--- src/sv/srtf_pkg.sv ---
// shared types and constants for the srtf scheduler
`default_nettype none

package srtf_pkg;

  localparam int SLOT_COUNT_DEF = 16;

  localparam int ARR_W   = 16;
  localparam int BUR_W   = 12;
  localparam int ROW_W   = ARR_W + 2 * BUR_W;
  localparam int CLK_W   = 20;
  localparam int TOT_W   = 24;
  localparam int DONE_W  = 5;
  localparam int PCNT_W  = 5;
  localparam int SLOT_W_PORT = 4;

  localparam logic [PCNT_W-1:0] PCNT_RESET = 5'd16;
  localparam logic [TOT_W-1:0]  CLOCK_MAX  = 24'h0F_FFFF;
  localparam logic [TOT_W-1:0]  TOTAL_MAX  = 24'hFF_FFFF;
  localparam logic [DONE_W-1:0] DONE_MAX   = 5'd31;

  localparam logic KIND_LOAD = 1'b0;
  localparam logic KIND_TICK = 1'b1;

  typedef enum logic [3:0] {
    ST_IDLE,
    ST_LOAD,
    ST_SCAN,
    ST_CLOCK,
    ST_TURN,
    ST_WAIT,
    ST_WSUM,
    ST_TSUM,
    ST_RESULT
  } state_t;

  typedef enum logic {
    ALU_SAT_ADD,
    ALU_SUB_CLAMP
  } alu_op_t;

  typedef struct packed {
    alu_op_t           op;
    logic [TOT_W-1:0]  a;
    logic [TOT_W-1:0]  b;
    logic [TOT_W-1:0]  lim;
  } alu_req_t;

endpackage

`default_nettype wire

--- src/sv/srtf_ram.sv ---
// generic simple dual-port ram with registered read
`default_nettype none

module srtf_ram #(
  parameter int WIDTH = 8,
  parameter int DEPTH = 16
) (
  input  wire logic                     clk,
  input  wire logic                     we,
  input  wire logic [$clog2(DEPTH)-1:0] waddr,
  input  wire logic [WIDTH-1:0]         wdata,
  input  wire logic [$clog2(DEPTH)-1:0] raddr,
  output logic      [WIDTH-1:0]         rdata
);

  logic [WIDTH-1:0] mem [DEPTH];
  logic [WIDTH-1:0] rdata_r;

  always_ff @(posedge clk) begin
    if (we) begin
      mem[waddr] <= wdata;
    end
    rdata_r <= mem[raddr];
  end

  assign rdata = rdata_r;

endmodule

`default_nettype wire

--- src/sv/srtf_alu.sv ---
// shared saturating add / clamped subtract unit
`default_nettype none

module srtf_alu import srtf_pkg::*; (
  input  wire alu_req_t         req,
  output logic [TOT_W-1:0]      res
);

  logic [TOT_W:0] sum;

  always_comb begin
    sum = {1'b0, req.a} + {1'b0, req.b};
    case (req.op)
      ALU_SAT_ADD: begin
        res = (sum > {1'b0, req.lim}) ? req.lim : sum[TOT_W-1:0];
      end
      ALU_SUB_CLAMP: begin
        res = (req.a > req.b) ? (req.a - req.b) : '0;
      end
      default: begin
        res = '0;
      end
    endcase
  end

endmodule

`default_nettype wire

--- src/sv/srtf_preemptive_scheduler.sv ---
// srtf scheduler top: slot table, scan sequencer and result register
//
//   channel | direction | handshake              | payload
//   in_     | input     | in_valid / in_ready    | kind, slot, arrival_time, burst_time
//   out_    | output    | out_valid / out_ready  | chosen_slot .. turnaround_sum
//   cfg_    | input     | cfg_wr_en (no wait)    | cfg_wr_data = process_count
//
// a load and a tick each scan the slots in use before their result:
// the slot table has one read port, so the minimum search reads one row per cycle.
// the finish, wait and total arithmetic runs one step a cycle on one shared unit.
// reset (synchronous, rst_n low) clears the row valid bits, clock and totals.
// in_ready is low while an item is in work; a result waits in the output register
// and the next item is taken while it waits.
`default_nettype none

module srtf_preemptive_scheduler import srtf_pkg::*; #(
  parameter int SLOT_COUNT = SLOT_COUNT_DEF
) (
  input  wire logic                   clk,
  input  wire logic                   rst_n,
  input  wire logic                   in_valid,
  output logic                        in_ready,
  input  wire logic                   in_kind,
  input  wire logic [3:0]             in_slot,
  input  wire logic [15:0]            in_arrival_time,
  input  wire logic [11:0]            in_burst_time,
  output logic                        out_valid,
  input  wire logic                   out_ready,
  output logic      [3:0]             out_chosen_slot,
  output logic                        out_idle,
  output logic                        out_finished,
  output logic                        out_all_done,
  output logic      [19:0]            out_finish_time,
  output logic      [19:0]            out_wait_time,
  output logic      [19:0]            out_turnaround_time,
  output logic      [23:0]            out_wait_sum,
  output logic      [23:0]            out_turnaround_sum,
  input  wire logic                   cfg_wr_en,
  input  wire logic [4:0]             cfg_wr_data
);

  localparam int SLOT_W = $clog2(SLOT_COUNT);
  localparam int CNT_W  = $clog2(SLOT_COUNT + 1);

  state_t state_r, state_nxt;

  // configuration and run state
  logic [PCNT_W-1:0]     pcount_r;
  logic [CLK_W-1:0]      clock_r;
  logic [DONE_W-1:0]     done_r;
  logic [TOT_W-1:0]      wait_tot_r;
  logic [TOT_W-1:0]      turn_tot_r;
  logic [SLOT_COUNT-1:0] valid_r;

  // captured transaction
  logic                  item_kind_r;
  logic [3:0]            item_slot_r;
  logic [ARR_W-1:0]      item_arr_r;
  logic [BUR_W-1:0]      item_bur_r;

  // scan state
  logic [CNT_W-1:0]      scan_idx_r;
  logic [SLOT_W-1:0]     rd_addr_r;
  logic                  rd_valid_r;
  logic                  found_r;
  logic [1:0]            nz_r;
  logic [SLOT_W-1:0]     best_idx_r;
  logic [BUR_W-1:0]      best_rem_r;
  logic [ARR_W-1:0]      best_arr_r;
  logic [BUR_W-1:0]      best_bur_r;

  // finish arithmetic
  logic [CLK_W-1:0]      ft_r;
  logic [CLK_W-1:0]      tt_r;
  logic [CLK_W-1:0]      wt_r;

  // result register
  logic                  out_valid_r;
  logic [3:0]            o_chosen_r;
  logic                  o_idle_r;
  logic                  o_fin_r;
  logic                  o_all_done_r;
  logic [CLK_W-1:0]      o_ft_r;
  logic [CLK_W-1:0]      o_wt_r;
  logic [CLK_W-1:0]      o_tt_r;
  logic [TOT_W-1:0]      o_wsum_r;
  logic [TOT_W-1:0]      o_tsum_r;

  // ram and alu hookup
  logic                  ram_we;
  logic [SLOT_W-1:0]     ram_waddr;
  logic [ROW_W-1:0]      ram_wdata;
  logic [SLOT_W-1:0]     ram_raddr;
  logic [ROW_W-1:0]      ram_rdata;
  alu_req_t              alu_req;
  logic [TOT_W-1:0]      alu_res;

  logic [CNT_W-1:0]      n_use;
  logic                  in_range;
  logic [SLOT_W-1:0]     ld_addr;
  logic [ARR_W-1:0]      row_arr;
  logic [BUR_W-1:0]      row_bur;
  logic [BUR_W-1:0]      row_rem;
  logic                  elig;
  logic                  pick;
  logic                  scan_last;
  logic                  will_finish;
  logic                  in_fire;
  logic                  res_load;

  srtf_ram #(
    .WIDTH (ROW_W),
    .DEPTH (SLOT_COUNT)
  ) u_table (
    .clk   (clk),
    .we    (ram_we),
    .waddr (ram_waddr),
    .wdata (ram_wdata),
    .raddr (ram_raddr),
    .rdata (ram_rdata)
  );

  srtf_alu u_alu (
    .req (alu_req),
    .res (alu_res)
  );

  // slots in use, clamped to 1..SLOT_COUNT
  always_comb begin
    if (pcount_r == '0) begin
      n_use = CNT_W'(1);
    end else if (32'(pcount_r) > SLOT_COUNT) begin
      n_use = CNT_W'(SLOT_COUNT);
    end else begin
      n_use = CNT_W'(pcount_r);
    end
  end

  assign in_range  = 32'(item_slot_r) < SLOT_COUNT;
  assign ld_addr   = SLOT_W'(item_slot_r);
  assign in_fire   = in_valid && in_ready;

  // rows never loaded read as zero
  assign row_arr = rd_valid_r ? ram_rdata[ROW_W-1 -: ARR_W] : '0;
  assign row_bur = rd_valid_r ? ram_rdata[2*BUR_W-1 -: BUR_W] : '0;
  assign row_rem = rd_valid_r ? ram_rdata[BUR_W-1:0] : '0;

  assign elig        = (CLK_W'(row_arr) <= clock_r) && (row_rem != '0);
  assign pick        = elig && (!found_r || (row_rem < best_rem_r));
  assign scan_last   = (scan_idx_r == n_use);
  assign will_finish = found_r && (best_rem_r == BUR_W'(1));
  assign res_load    = (state_r == ST_RESULT) && (!out_valid_r || out_ready);

  // next state
  always_comb begin
    state_nxt = state_r;
    case (state_r)
      ST_IDLE: begin
        if (in_fire) begin
          state_nxt = (in_kind == KIND_TICK) ? ST_SCAN : ST_LOAD;
        end
      end
      ST_LOAD: begin
        state_nxt = ST_SCAN;
      end
      ST_SCAN: begin
        if (scan_last) begin
          state_nxt = (item_kind_r == KIND_TICK) ? ST_CLOCK : ST_RESULT;
        end
      end
      ST_CLOCK: begin
        state_nxt = will_finish ? ST_TURN : ST_RESULT;
      end
      ST_TURN: begin
        state_nxt = ST_WAIT;
      end
      ST_WAIT: begin
        state_nxt = ST_WSUM;
      end
      ST_WSUM: begin
        state_nxt = ST_TSUM;
      end
      ST_TSUM: begin
        state_nxt = ST_RESULT;
      end
      ST_RESULT: begin
        if (res_load) begin
          state_nxt = ST_IDLE;
        end
      end
      default: begin
        state_nxt = ST_IDLE;
      end
    endcase
  end

  // sequencer outputs
  always_comb begin
    in_ready     = 1'b0;
    ram_we       = 1'b0;
    ram_waddr    = ld_addr;
    ram_wdata    = {item_arr_r, item_bur_r, item_bur_r};
    ram_raddr    = scan_idx_r[SLOT_W-1:0];
    alu_req.op   = ALU_SAT_ADD;
    alu_req.a    = '0;
    alu_req.b    = '0;
    alu_req.lim  = TOTAL_MAX;
    case (state_r)
      ST_IDLE: begin
        in_ready = 1'b1;
      end
      ST_LOAD: begin
        ram_we = in_range;
      end
      ST_CLOCK: begin
        ram_we      = found_r;
        ram_waddr   = best_idx_r;
        ram_wdata   = {best_arr_r, best_bur_r, best_rem_r - BUR_W'(1)};
        alu_req.a   = TOT_W'(clock_r);
        alu_req.b   = TOT_W'(1);
        alu_req.lim = CLOCK_MAX;
      end
      ST_TURN: begin
        alu_req.op = ALU_SUB_CLAMP;
        alu_req.a  = TOT_W'(ft_r);
        alu_req.b  = TOT_W'(best_arr_r);
      end
      ST_WAIT: begin
        alu_req.op = ALU_SUB_CLAMP;
        alu_req.a  = TOT_W'(tt_r);
        alu_req.b  = TOT_W'(best_bur_r);
      end
      ST_WSUM: begin
        alu_req.a = wait_tot_r;
        alu_req.b = TOT_W'(wt_r);
      end
      ST_TSUM: begin
        alu_req.a = turn_tot_r;
        alu_req.b = TOT_W'(tt_r);
      end
      default: begin
        in_ready = 1'b0;
      end
    endcase
  end

  // control state
  always_ff @(posedge clk) begin
    if (!rst_n) begin
      state_r     <= ST_IDLE;
      pcount_r    <= PCNT_RESET;
      clock_r     <= '0;
      done_r      <= '0;
      wait_tot_r  <= '0;
      turn_tot_r  <= '0;
      valid_r     <= '0;
      out_valid_r <= 1'b0;
    end else begin
      state_r <= state_nxt;
      if (cfg_wr_en) begin
        pcount_r <= cfg_wr_data;
      end
      if (state_r == ST_LOAD && in_range) begin
        valid_r[ld_addr] <= 1'b1;
        clock_r          <= '0;
        done_r           <= '0;
        wait_tot_r       <= '0;
        turn_tot_r       <= '0;
      end
      if (state_r == ST_CLOCK) begin
        clock_r <= alu_res[CLK_W-1:0];
        if (will_finish && done_r != DONE_MAX) begin
          done_r <= done_r + DONE_W'(1);
        end
      end
      if (state_r == ST_WSUM) begin
        wait_tot_r <= alu_res;
      end
      if (state_r == ST_TSUM) begin
        turn_tot_r <= alu_res;
      end
      if (res_load) begin
        out_valid_r <= 1'b1;
      end else if (out_ready) begin
        out_valid_r <= 1'b0;
      end
    end
  end

  // datapath registers
  always_ff @(posedge clk) begin
    rd_addr_r  <= ram_raddr;
    rd_valid_r <= valid_r[ram_raddr];
    if (in_fire) begin
      item_kind_r <= in_kind;
      item_slot_r <= in_slot;
      item_arr_r  <= in_arrival_time;
      item_bur_r  <= in_burst_time;
      scan_idx_r  <= '0;
      found_r     <= 1'b0;
      nz_r        <= '0;
      best_idx_r  <= '0;
      best_rem_r  <= '0;
      best_arr_r  <= '0;
      best_bur_r  <= '0;
    end
    if (state_r == ST_SCAN) begin
      scan_idx_r <= scan_idx_r + CNT_W'(1);
      // compare stage works on the row whose read was issued in the previous scan step
      if (scan_idx_r != '0) begin
        if (row_rem != '0 && nz_r != 2'd2) begin
          nz_r <= nz_r + 2'd1;
        end
        if (pick) begin
          found_r    <= 1'b1;
          best_idx_r <= rd_addr_r;
          best_rem_r <= row_rem;
          best_arr_r <= row_arr;
          best_bur_r <= row_bur;
        end
      end
    end
    if (state_r == ST_CLOCK) begin
      ft_r <= alu_res[CLK_W-1:0];
    end
    if (state_r == ST_TURN) begin
      tt_r <= alu_res[CLK_W-1:0];
    end
    if (state_r == ST_WAIT) begin
      wt_r <= alu_res[CLK_W-1:0];
    end
    if (res_load) begin
      if (item_kind_r == KIND_TICK) begin
        o_chosen_r   <= found_r ? 4'(best_idx_r) : 4'd0;
        o_idle_r     <= !found_r;
        o_fin_r      <= will_finish;
        o_all_done_r <= (nz_r == 2'd0) || (nz_r == 2'd1 && will_finish);
        o_ft_r       <= will_finish ? ft_r : '0;
        o_wt_r       <= will_finish ? wt_r : '0;
        o_tt_r       <= will_finish ? tt_r : '0;
      end else begin
        o_chosen_r   <= 4'd0;
        o_idle_r     <= 1'b0;
        o_fin_r      <= 1'b0;
        o_all_done_r <= (nz_r == 2'd0);
        o_ft_r       <= '0;
        o_wt_r       <= '0;
        o_tt_r       <= '0;
      end
      o_wsum_r <= wait_tot_r;
      o_tsum_r <= turn_tot_r;
    end
  end

  assign out_valid           = out_valid_r;
  assign out_chosen_slot     = o_chosen_r;
  assign out_idle            = o_idle_r;
  assign out_finished        = o_fin_r;
  assign out_all_done        = o_all_done_r;
  assign out_finish_time     = o_ft_r;
  assign out_wait_time       = o_wt_r;
  assign out_turnaround_time = o_tt_r;
  assign out_wait_sum        = o_wsum_r;
  assign out_turnaround_sum  = o_tsum_r;

endmodule

`default_nettype wire
--- config.mk ---
export PLATFORM = sky130hd
export DESIGN_NAME = srtf_preemptive_scheduler
export DESIGN_NICKNAME = d
export VERILOG_FILES = /design/src/sv/srtf_pkg.sv /design/src/sv/srtf_ram.sv /design/src/sv/srtf_alu.sv /design/src/sv/srtf_preemptive_scheduler.sv
export SDC_FILE = /design/constraint.sdc
export NUM_CORES = 1
export LEC_CHECK = 0
export CORE_MARGIN = 2
export CORE_UTILIZATION = 45
export CTS_BUF_LIST = sky130_fd_sc_hd__clkbuf_8
export DETAILED_ROUTE_END_ITERATION = 10
export DONT_BUFFER_PORTS = 1
export SLEW_MARGIN = 10
export SYNTH_ARGS = -nofsm -noshare
export SYNTH_HDL_FRONTEND = slang
export SYNTH_SLANG_ARGS = --single-unit
export TNS_END_PERCENT = 5
--- constraint.sdc ---
create_clock -name clk -period 14.62 [get_ports clk]
set_input_delay 1.462 -clock clk [delete_from_list [all_inputs] [get_ports clk]]
set_output_delay 1.462 -clock clk [all_outputs]
set_load 0.1 [all_outputs]
==> Word level (Yosys, flattened, before mapping) <==
Memory sizes are Yosys's and may differ from the RTL's. A register that Yosys moved wholly into a read port is not among the register bits.
Cells that the tools add are included.
{ "totals": {"register_bits": 359, "latch_bits": 0, "mem_bits_rw": 640, "romBits": 0, "input_bits": 43, "output_inout_bits": 117, "elab_cells": 152, "memories": 1} }
{ "mem_list": {"columns": ["name", "words", "width", "rd", "rd_ports_with_merged_regs", "wr", "line", "text"], "rows": [
  ["u_table.mem", 16, 40, 1, 1, 1, "srtf_ram.sv:16", "logic [WIDTH-1:0] mem [DEPTH];"]
]} }
{ "classes": {"add_sub_neg": 5, "mul": 0, "div_mod_pow": 0, "order_cmp": 8, "eq_ne": 15, "shifts": 0, "n_mux": 62, "n_bitwise": 2, "reduce_logical": 27} }
{ "op_table": {"columns": ["op", "count"], "rows": [
  ["case mux 48 bit (5 select lines)", 1],
  ["2-to-1 mux 24 bit", 6],
  ["2-to-1 mux 12 bit", 10],
  ["2-to-1 mux 16 bit", 5],
  ["case mux 24 bit (2 select lines)", 1],
  ["2-to-1 mux 20 bit", 2],
  ["2-to-1 mux 4 bit", 10],
  ["2-to-1 mux 40 bit", 1],
  ["case mux 4 bit (9 select lines)", 1],
  ["adder 24 x 24 -> 25 bit", 1],
  ["greater-than comparator 25 x 24 -> 1 bit", 1],
  ["greater-than comparator 24 bit", 1],
  ["subtractor 24 bit", 1],
  ["less-or-equal comparator 16 x 20 -> 1 bit", 1],
  ["2-to-1 mux 5 bit", 4],
  ["== test 4 x 3 -> 1 bit, second input constant", 4],
  ["bitwise OR 16 bit", 1],
  ["2-to-1 mux 1 bit", 13],
  ["== test 12 x 1 -> 1 bit, second input constant", 1],
  ["< comparator 12 bit", 1],
  ["nonzero test 12 bit", 1],
  ["subtractor 12 x 1 -> 12 bit, second input constant", 1],
  ["< comparator 4 x 5 -> 1 bit, second input constant", 2],
  ["2-to-1 mux 2 bit", 5],
  ["other kinds (25)", 44]
]} }

==> Logic depth before layout (Yosys ltp) <==
Gate-level depths: netlist of the first run.
{ "depth": {"ltp_word": 7, "ltp_mapped": 30, "depth_no_buf": 27} }

==> Cells and area by module <==
Synthesis of the first run repeated with hierarchy kept, for this count alone.
{ "unflattened": {"hier_cells": 2983, "area_unflattened_um2": 44505.2} }
{ "modules_own_cells": {"columns": ["mod", "instances", "cells_each", "area_each_um2", "seq_area_each_um2"], "rows": [
  ["srtf_ram", 1, 1040, 25131.6, 20019.2],
  ["srtf_preemptive_scheduler", 1, 1403, 15571.2, 9318.9],
  ["srtf_alu", 1, 540, 3802.4, 0.0]
]} }

==> Worst setup path before layout of the first run <==
No wires, ideal clock.
{ "synth_timing": {"path_type": "input to register", "startpoint": "input port out_ready", "endpoint": "register o_all_done_r (netlist: out_all_done) (enable)", "setup_time_ps": 604, "arrival_time_ps": 6623, "t_required_ps": 14016, "setup_slack_ps": 7392, "stages": 2, "path_buffers": 0, "cell_sequence": "nor2b_1 -> nor2b_1"} }
{ "synth_via": {"elab_chain_len": 2} }
{ "synth_rtl": {"columns": ["element", "line", "text"], "rows": [
  ["start, declared", "srtf_preemptive_scheduler.sv:28", "input wire logic out_ready,"],
  ["logical OR 1 bit", "srtf_preemptive_scheduler.sv:152", "assign res_load = (state_r == ST_RESULT) && (!out_valid_r || out_ready);"],
  ["logical AND 1 bit", "srtf_preemptive_scheduler.sv:152", null],
  ["via res_load", "srtf_preemptive_scheduler.sv:109", "logic res_load;"],
  ["end signal, assigned", "srtf_preemptive_scheduler.sv:337", "o_all_done_r <= (nz_r == 2'd0) || (nz_r == 2'd1 && will_finish);"],
  ["end signal, assigned", "srtf_preemptive_scheduler.sv:345", "o_all_done_r <= (nz_r == 2'd0);"],
  ["end, declared", "srtf_preemptive_scheduler.sv:82", "logic o_all_done_r;"]
]} }
The timed path passes the listed nets, and every way through them passes these cells.
A chain may end at the register's enable or synchronous reset.

==> Worst setup path after layout of the first run <==
{ "layout_timing": {"startpoint": "register state_r[0]", "endpoint": "register ft_r[18] (data pin)"} }
{ "layout_via": {"elab_chain_len": 6, "elab_cells_between_ends": 17, "classes_between": "add/sub (2); order compare (2); eq/ne (5); mux (6); bitwise (1); reduce/logical (1)"} }
{ "layout_rtl": {"columns": ["element", "line", "text"], "rows": [
  ["start, declared", "srtf_preemptive_scheduler.sv:45", "state_t state_r, state_nxt;"],
  ["start signal, assigned", "srtf_preemptive_scheduler.sv:259", "state_r <= state_nxt;"],
  ["== test 4 x 3 -> 1 bit / == test 4 x 2 -> 1 bit (equally long branches)", "srtf_preemptive_scheduler.sv:208", "case (state_r)"],
  ["case mux 48 bit (5 select lines)", "srtf_preemptive_scheduler.sv:208", null],
  ["adder 24 x 24 -> 25 bit", "srtf_alu.sv:12", "sum = {1'b0, req.a} + {1'b0, req.b};"],
  ["greater-than comparator 25 x 24 -> 1 bit", "srtf_alu.sv:15", "res = (sum > {1'b0, req.lim}) ? req.lim : sum[TOT_W-1:0];"],
  ["2-to-1 mux 24 bit", "srtf_alu.sv:15", null],
  ["case mux 24 bit (2 select lines) (*)", "srtf_alu.sv:13", "case (req.op)"],
  ["via alu_res[18]", "srtf_preemptive_scheduler.sv:96", "logic [TOT_W-1:0] alu_res;"],
  ["end signal, assigned", "srtf_preemptive_scheduler.sv:324", "ft_r <= alu_res[CLK_W-1:0];"],
  ["end, declared", "srtf_preemptive_scheduler.sv:73", "logic [CLK_W-1:0] ft_r;"]
]} }
The timed path passes the listed nets; every way through them passes the cells marked *.

==> results.json, run 1 <==
{
  "synth_area_um2": 43180,
  "setup_viol": 0,
  "rsz0062_at_grt": "no",
  "cts_tree": "built",
  "drt_iter0_markers": 2563,
  "period_share_pct": 59.03,
  "yosysSeqAreaShare_pct": 67.95,
  "nFillCells": 7932,
  "fmax_ghz": 0.1159,
  "detail-route-antenna-nets": 0,
  "rows": 113,
  "grt_use_total_pct": 24.02,
  "cap_violations": 0,
  "start_kind": "flop",
  "root_buffer": "clkbuf_8",
  "ys_seq_elements": 1039,
  "tns_ns": 0,
  "cts_resized": 0,
  "synth.distinct_cells": 81,
  "place_hpwl_um": 71370,
  "outcome": "finished clean",
  "relSlewSlack_pct": 28.49,
  "fin_nets": 2998,
  "synth_warnings": 0,
  "synthFlopType": "edfxtp_1",
  "drc": 0,
  "avgViaCountPerCell": 5.928,
  "grt_max_degree": 74,
  "worstPathMaxFanout": 37,
  "cts_buffers": 171,
  "hp-class": "flop to flop",
  "grt_remaining_overflow": 0,
  "worstMarginPinSlew_ns": 1.073,
  "crit_type": "flop to flop",
  "powerDensity_nw_per_um2": 140.8,
  "wl_per_cell_um": 27.55,
  "cts_hold_buf": 0,
  "synth_nets": 2918,
  "antenna_found_initial": 2,
  "clock_latency_ns": 0.84,
  "cp-end-kind": "flop",
  "fin_cells": 4289,
  "clockBufferDepth": 3,
  "firstDrtPassIters": 6,
  "ir_worst_vdd_uv": 101.4,
  "synthCells": 2795,
  "port_buffers": 0,
  "cp_data_required_time_ns": 15.13,
  "die_w_um": 313.8,
  "syn_to_final_growth_pct": 11.69,
  "mostFrequentLayoutCell": "edfxtp_1",
  "initial_utilization_pct": 45.44,
  "synth_edf_count": 853,
  "clock_sinks": 1039,
  "core-area_um2": 95010,
  "clk_pin_slew_ns": 0.06,
  "via_count": 25425,
  "dieArea_um2": 98450,
  "dp_cells": 3965,
  "fin_crit_ns": 8.631,
  "synthArstFlopShare_pct": 0,
  "routabilityCongestion": 0.9509,
  "p_leak_uw": 0.01675,
  "drive_gt1_share_pct": 18.74,
  "slew_violations": 0,
  "skew_ns": 0.04582,
  "finalHoldViolations": 0,
  "post_cts_buffers": 0,
  "postSynthAreaPerCell_um2": 15.45,
  "htree_levels": 4,
  "ios": 160,
  "chipHeight_um": 313.8,
  "first_global_vias": 26006,
  "grt_pass1_wl_um": 172700,
  "worst_ep_arrival_time_ns": 9.14,
  "final_cell_mix": "853 x edfxtp_1, 286 x nand2_1, 205 x mux4_2, 190 x clkbuf_8, 188 x inv_1",
  "wl_um": 118200
}
[through the flow]
step	cell area (um^2)	total power [uW]	hold slack [ns]	setup slack [ns]	utilization (%)
3_3_place_gp	44830	4382	0.4156	6.138	47.19
2_1_floorplan	43180	4140	0.3462	7.392	-
3_5_place_dp	44830	4402	0.4222	6.030	47.19
5_1_grt	48220	7048	0.4358	5.196	50.75
6_report	48230	6789	0.4239	5.989	50.76
4_1_cts	48200	6863	0.4220	5.974	50.73
[cell families after synthesis]
family                   after synthesis  synth area share, %
AND/OR/NAND/NOR                      648                7.152
multiplexers                         265                12.12
flip-flops                          1039                67.95
adder cells (fa/ha/maj)               80                2.353
buffers and inverters                275                2.460
XOR/XNOR                              27               0.5477
AO/OA/AOI/OAI                        461                7.416
[flip-flops by register name (all words and copies together) (netlist names), 16 cells and up]
name	flops
turn_tot_r	24
u_table.mem	640
out_wait_sum	24
clock_r	20
out_finish_time	20
item_arr_r	16
wait_tot_r	24
tt_r	20
out_turnaround_time	20
out_wait_time	20
valid_r	16
out_turnaround_sum	24
best_arr_r	16
ft_r	20
wt_r	20
u_table.rdata	40
[routing by layer]
layer	global-route usage [%]	vias up	part of all wire, %
li1	-	11035	-
met1	31.94	13088	41
met2	40.50	1071	50
met3	3.727	231	6.0
met4	8.047	0	2.7
met5	0	-	0
[critical path, cell delays in order (launching register included)]
cell	delay, ns
dfxtp_1	0.69
nand2b_1	0.31
nor2_1	0.35
nand2_2	0.11
inv_2	0.10
buf_4	0.32
buf_4	0.60
nand2_1	0.11
nand3_1	0.13
ha_1	0.41
and4_1	0.36
and2_1	0.15
o211ai_1	0.12
a31oi_1	0.19
o21ai_0	0.25
nand2_1	0.14
o311ai_0	0.56
ha_1	0.26
nand4b_1	0.11
nor4bb_1	0.36
o2111ai_1	0.15
a2111oi_0	0.32
nand4_1	0.21
nor4b_4	0.36
nand4_1	0.81
a21oi_1	0.55
o21ai_0	0.22
[worst paths after layout]
kind | from | end | slack (ns) | cells past startpoint
worst max-delay path | state_r[0] | ft_r[18] | 5.99 | 26
worst min-delay path | u_table.rdata[19] | best_bur_r[7] | 0.42 | 2
worst max register to register | state_r[0] | ft_r[18] | 5.99 | 26
worst min register to register | u_table.rdata[19] | best_bur_r[7] | 0.42 | 2
[layout make-up]
class,instances,area (um^2),share of cell area [%]
clock inverters,129,753.2,1.562
inverters,119,446.7,0.9262
clock buffers,190,2615,5.423
well taps,1265,1583,3.282
repair buffers,63,493.0,1.022
diodes,3,7.507,0.01557
multi-input cells,1481,12990,26.93
flip-flops and latches,1039,29340,60.84
[synth_stat cells (63+ instances only)]
| library cell | instances | area [um^2] |
|---|---|---|
| a21oi_1 | 78 | 390.4 |
| a22oi_1 | 63 | 473.0 |
| and2_1 | 79 | 494.2 |
| clkbuf_1 | 111 | 416.7 |
| dfxtp_1 | 186 | 3724 |
| edfxtp_1 | 853 | 25610 |
| ha_1 | 78 | 975.9 |
| inv_1 | 115 | 431.7 |
| mux4_2 | 205 | 4617 |
| nand2_1 | 287 | 1077 |
| nor2_1 | 105 | 394.1 |
| o21ai_0 | 75 | 375.4 |
[report_power, final]
part	total [uW]	switching [uW]	internal, uW
clock	2460	1170	1300
combinational	839	464	375
sequential	3490	116	3370
total	6790	1740	5040
Power figures use the tool's default switching activity.
==> run 2: changes to the inputs <==
- clock period: 14.62 -> 7.35 ns (I/O delays scaled with it)
==> run 2 against run 1 <==
Net effect: via count is 1.3% higher; utilization is 0.77 points higher; sequential share of layout area fell by 0.91 points; largest power group unchanged; die area unchanged; hold slack got worse by 0.35 ns.
==> results.json, run 2 (synthesis gave the netlist of run 1 again) <==
{
  "fin_total_pwr_uw": 13670,
  "die_w_um": 313.8,
  "clock_latency_ns": 0.83,
  "drive_gt1_share_pct": 19.43,
  "drt_iter0_markers": 2595,
  "place_hpwl_um": 71580,
  "largest-register": "u_table.mem",
  "detail-route-antenna-nets": 0,
  "drc": 0,
  "root_buffer": "clkbuf_8",
  "final_cell_mix": "853 x edfxtp_1, 286 x nand2_1, 205 x mux4_2, 202 x clkbuf_8, 186 x dfxtp_1",
  "ios": 160,
  "use_met1_pct": 31.29,
  "cp-end-kind": "flop",
  "firstDrtPassIters": 6,
  "top_usage_layer": "met2",
  "grt_use_total_pct": 23.85,
  "p_leak_uw": 0.01705,
  "avgViaCountPerCell": 5.919,
  "p_int_uw": 10260,
  "pwr-share-seq_pct": 50.7,
  "pwr-share-comb_pct": 12.3,
  "swShare_pct": 24.95,
  "wl_per_cell_um": 26.98,
  "clock_sinks": 1039,
  "tns_ns": 0,
  "htree_levels": 4,
  "antenna_found_initial": 1,
  "pre_cts_ws_ns": 0.1979,
  "fin_nets": 3058,
  "wl_um": 117400,
  "dp_cells": 3988,
  "cp_data_required_time_ns": 7.90,
  "cts_buffers": 172,
  "worstMarginPinSlew_ns": 1.179,
  "rows": 113,
  "chipHeight_um": 313.8,
  "initial_utilization_pct": 45.44,
  "setup_viol": 0,
  "cts_tree": "built",
  "setup_ws_ns": 0.4285,
  "mostFrequentLayoutCell": "edfxtp_1",
  "worst_ep_arrival_time_ns": 7.47,
  "dieArea_um2": 98450,
  "pwr-share-clk_pct": 36.9,
  "finalHoldViolations": 0,
  "first_global_vias": 26153,
  "clockBufferDepth": 3,
  "clk_pin_slew_ns": 0.06,
  "final_cell_area_um2": 48960,
  "fmax_ghz": 0.1445,
  "fin_crit_ns": 6.921,
  "worstPathMaxFanout": 13,
  "period_share_pct": 94.17,
  "port_buffers": 0,
  "powerDensity_nw_per_um2": 279.2,
  "syn_to_final_growth_pct": 13.39,
  "hp-class": "input port to flop",
  "slew_violations": 0,
  "start_kind": "flop",
  "global_route.usage.met3_pct": 3.965,
  "routabilityCongestion": 1.028,
  "ir_worst_vdd_uv": 201.7,
  "via_count": 25761,
  "crit_type": "flop to flop",
  "postPlaceCellArea_um2": 45050,
  "outcome": "finished clean",
  "grt_remaining_overflow": 0,
  "largest_reg_flops": 640,
  "grt_max_degree": 162,
  "p_switching_uw": 3411,
  "core-area_um2": 95010,
  "rsz0062_at_grt": "no",
  "fin_cells": 4352,
  "skew_ns": 0.02669,
  "grt_pass1_wl_um": 172500,
  "use_met2_pct": 40.51,
  "cap_violations": 0,
  "relSlewSlack_pct": 21.40
}
==> run 2: cell count changes in the layout (fill, tap and decap cells not counted), moves of 11 or more <==
cell	before	now
clkbuf_8	190	202
buf_4	62	80
clkinv_1	15	26
inv_1	188	174
dlygate4sd3_1	0	36
==> run 2: per-stage QoR <==
step	utilization (%)	hold slack, ns
floorplan	-	0.3462
global placement	47.42	0.4155
detailed placement	47.42	0.4219
CTS	51.48	0.0004076
global route	51.52	0.03037
finish	51.53	0.07571
==> run 2: layout make-up <==
type | count | area [um^2]
clock inverters | 120 | 720.7
diodes | 4 | 10.01
well taps | 1265 | 1583
clock buffers | 202 | 2780
fillers | 7913 | 46050
flip-flops and latches | 1039 | 29340
repair buffers | 122 | 1089
multi-input cells | 1481 | 12990
inverters | 119 | 446.7
==> run 2: per-layer routing <==
metal,part of all wire (%),vias up
met2,50,1103
met3,5.9,226
met4,2.7,0
li1,-,11147
met1,41,13285
met5,0,-
==> run 2: power groups by stage <==
stage / registers (uW) / clock network, uW / logic (uW)
2_1_floorplan: 6990 / 0 / 1240
3_3_place_gp: 7050 / 0 / 1650
3_5_place_dp: 7060 / 0 / 1690
4_1_cts: 6940 / 5170 / 1710
5_1_grt: 6950 / 5430 / 1810
6_report: 6940 / 5050 / 1690
==> run 2: repair_timing <==
action	4_1_cts	5_1_grt
hold buffers	36	0
gates resized for setup	0	5
endpoints found under the hold margin	50	0
setup buffers	0	1
setup endpoints to repair	0	116
==> run 2: critical path: stages (launching register included) <==
cell and delay, ns:
dfxtp_1 0.33, nand2b_1 0.31, nor2_4 0.14, buf_4 0.20
a22oi_1 0.39, o211ai_1 0.21, ha_1 0.62, nand2_1 0.22
o22ai_1 0.37, o211ai_1 0.17, a31oi_1 0.33, o21ai_0 0.15
nand2_1 0.16, o311ai_0 0.12, buf_4 0.18, ha_1 0.32
a21o_1 0.19, a21o_1 0.17, a21oi_1 0.35, nand3b_1 0.17
mux2i_1 0.11, a211oi_2 0.48, buf_4 0.27, buf_4 0.20
nand2_1 0.16, o211ai_1 0.20, a21oi_1 0.13
==> run 2: path summary, 6_finish.rpt <==
check | startpoint | endpoint | slack [ns] | cells past startpoint
worst max-delay path | state_r[3] | wt_r[2] | 0.43 | 26
worst min-delay path | rst_n | valid_r[10] | 0.08 | 1
worst max register to register | state_r[3] | wt_r[2] | 0.43 | 26
worst min register to register | u_table.rdata[17] | best_bur_r[5] | 0.43 | 2
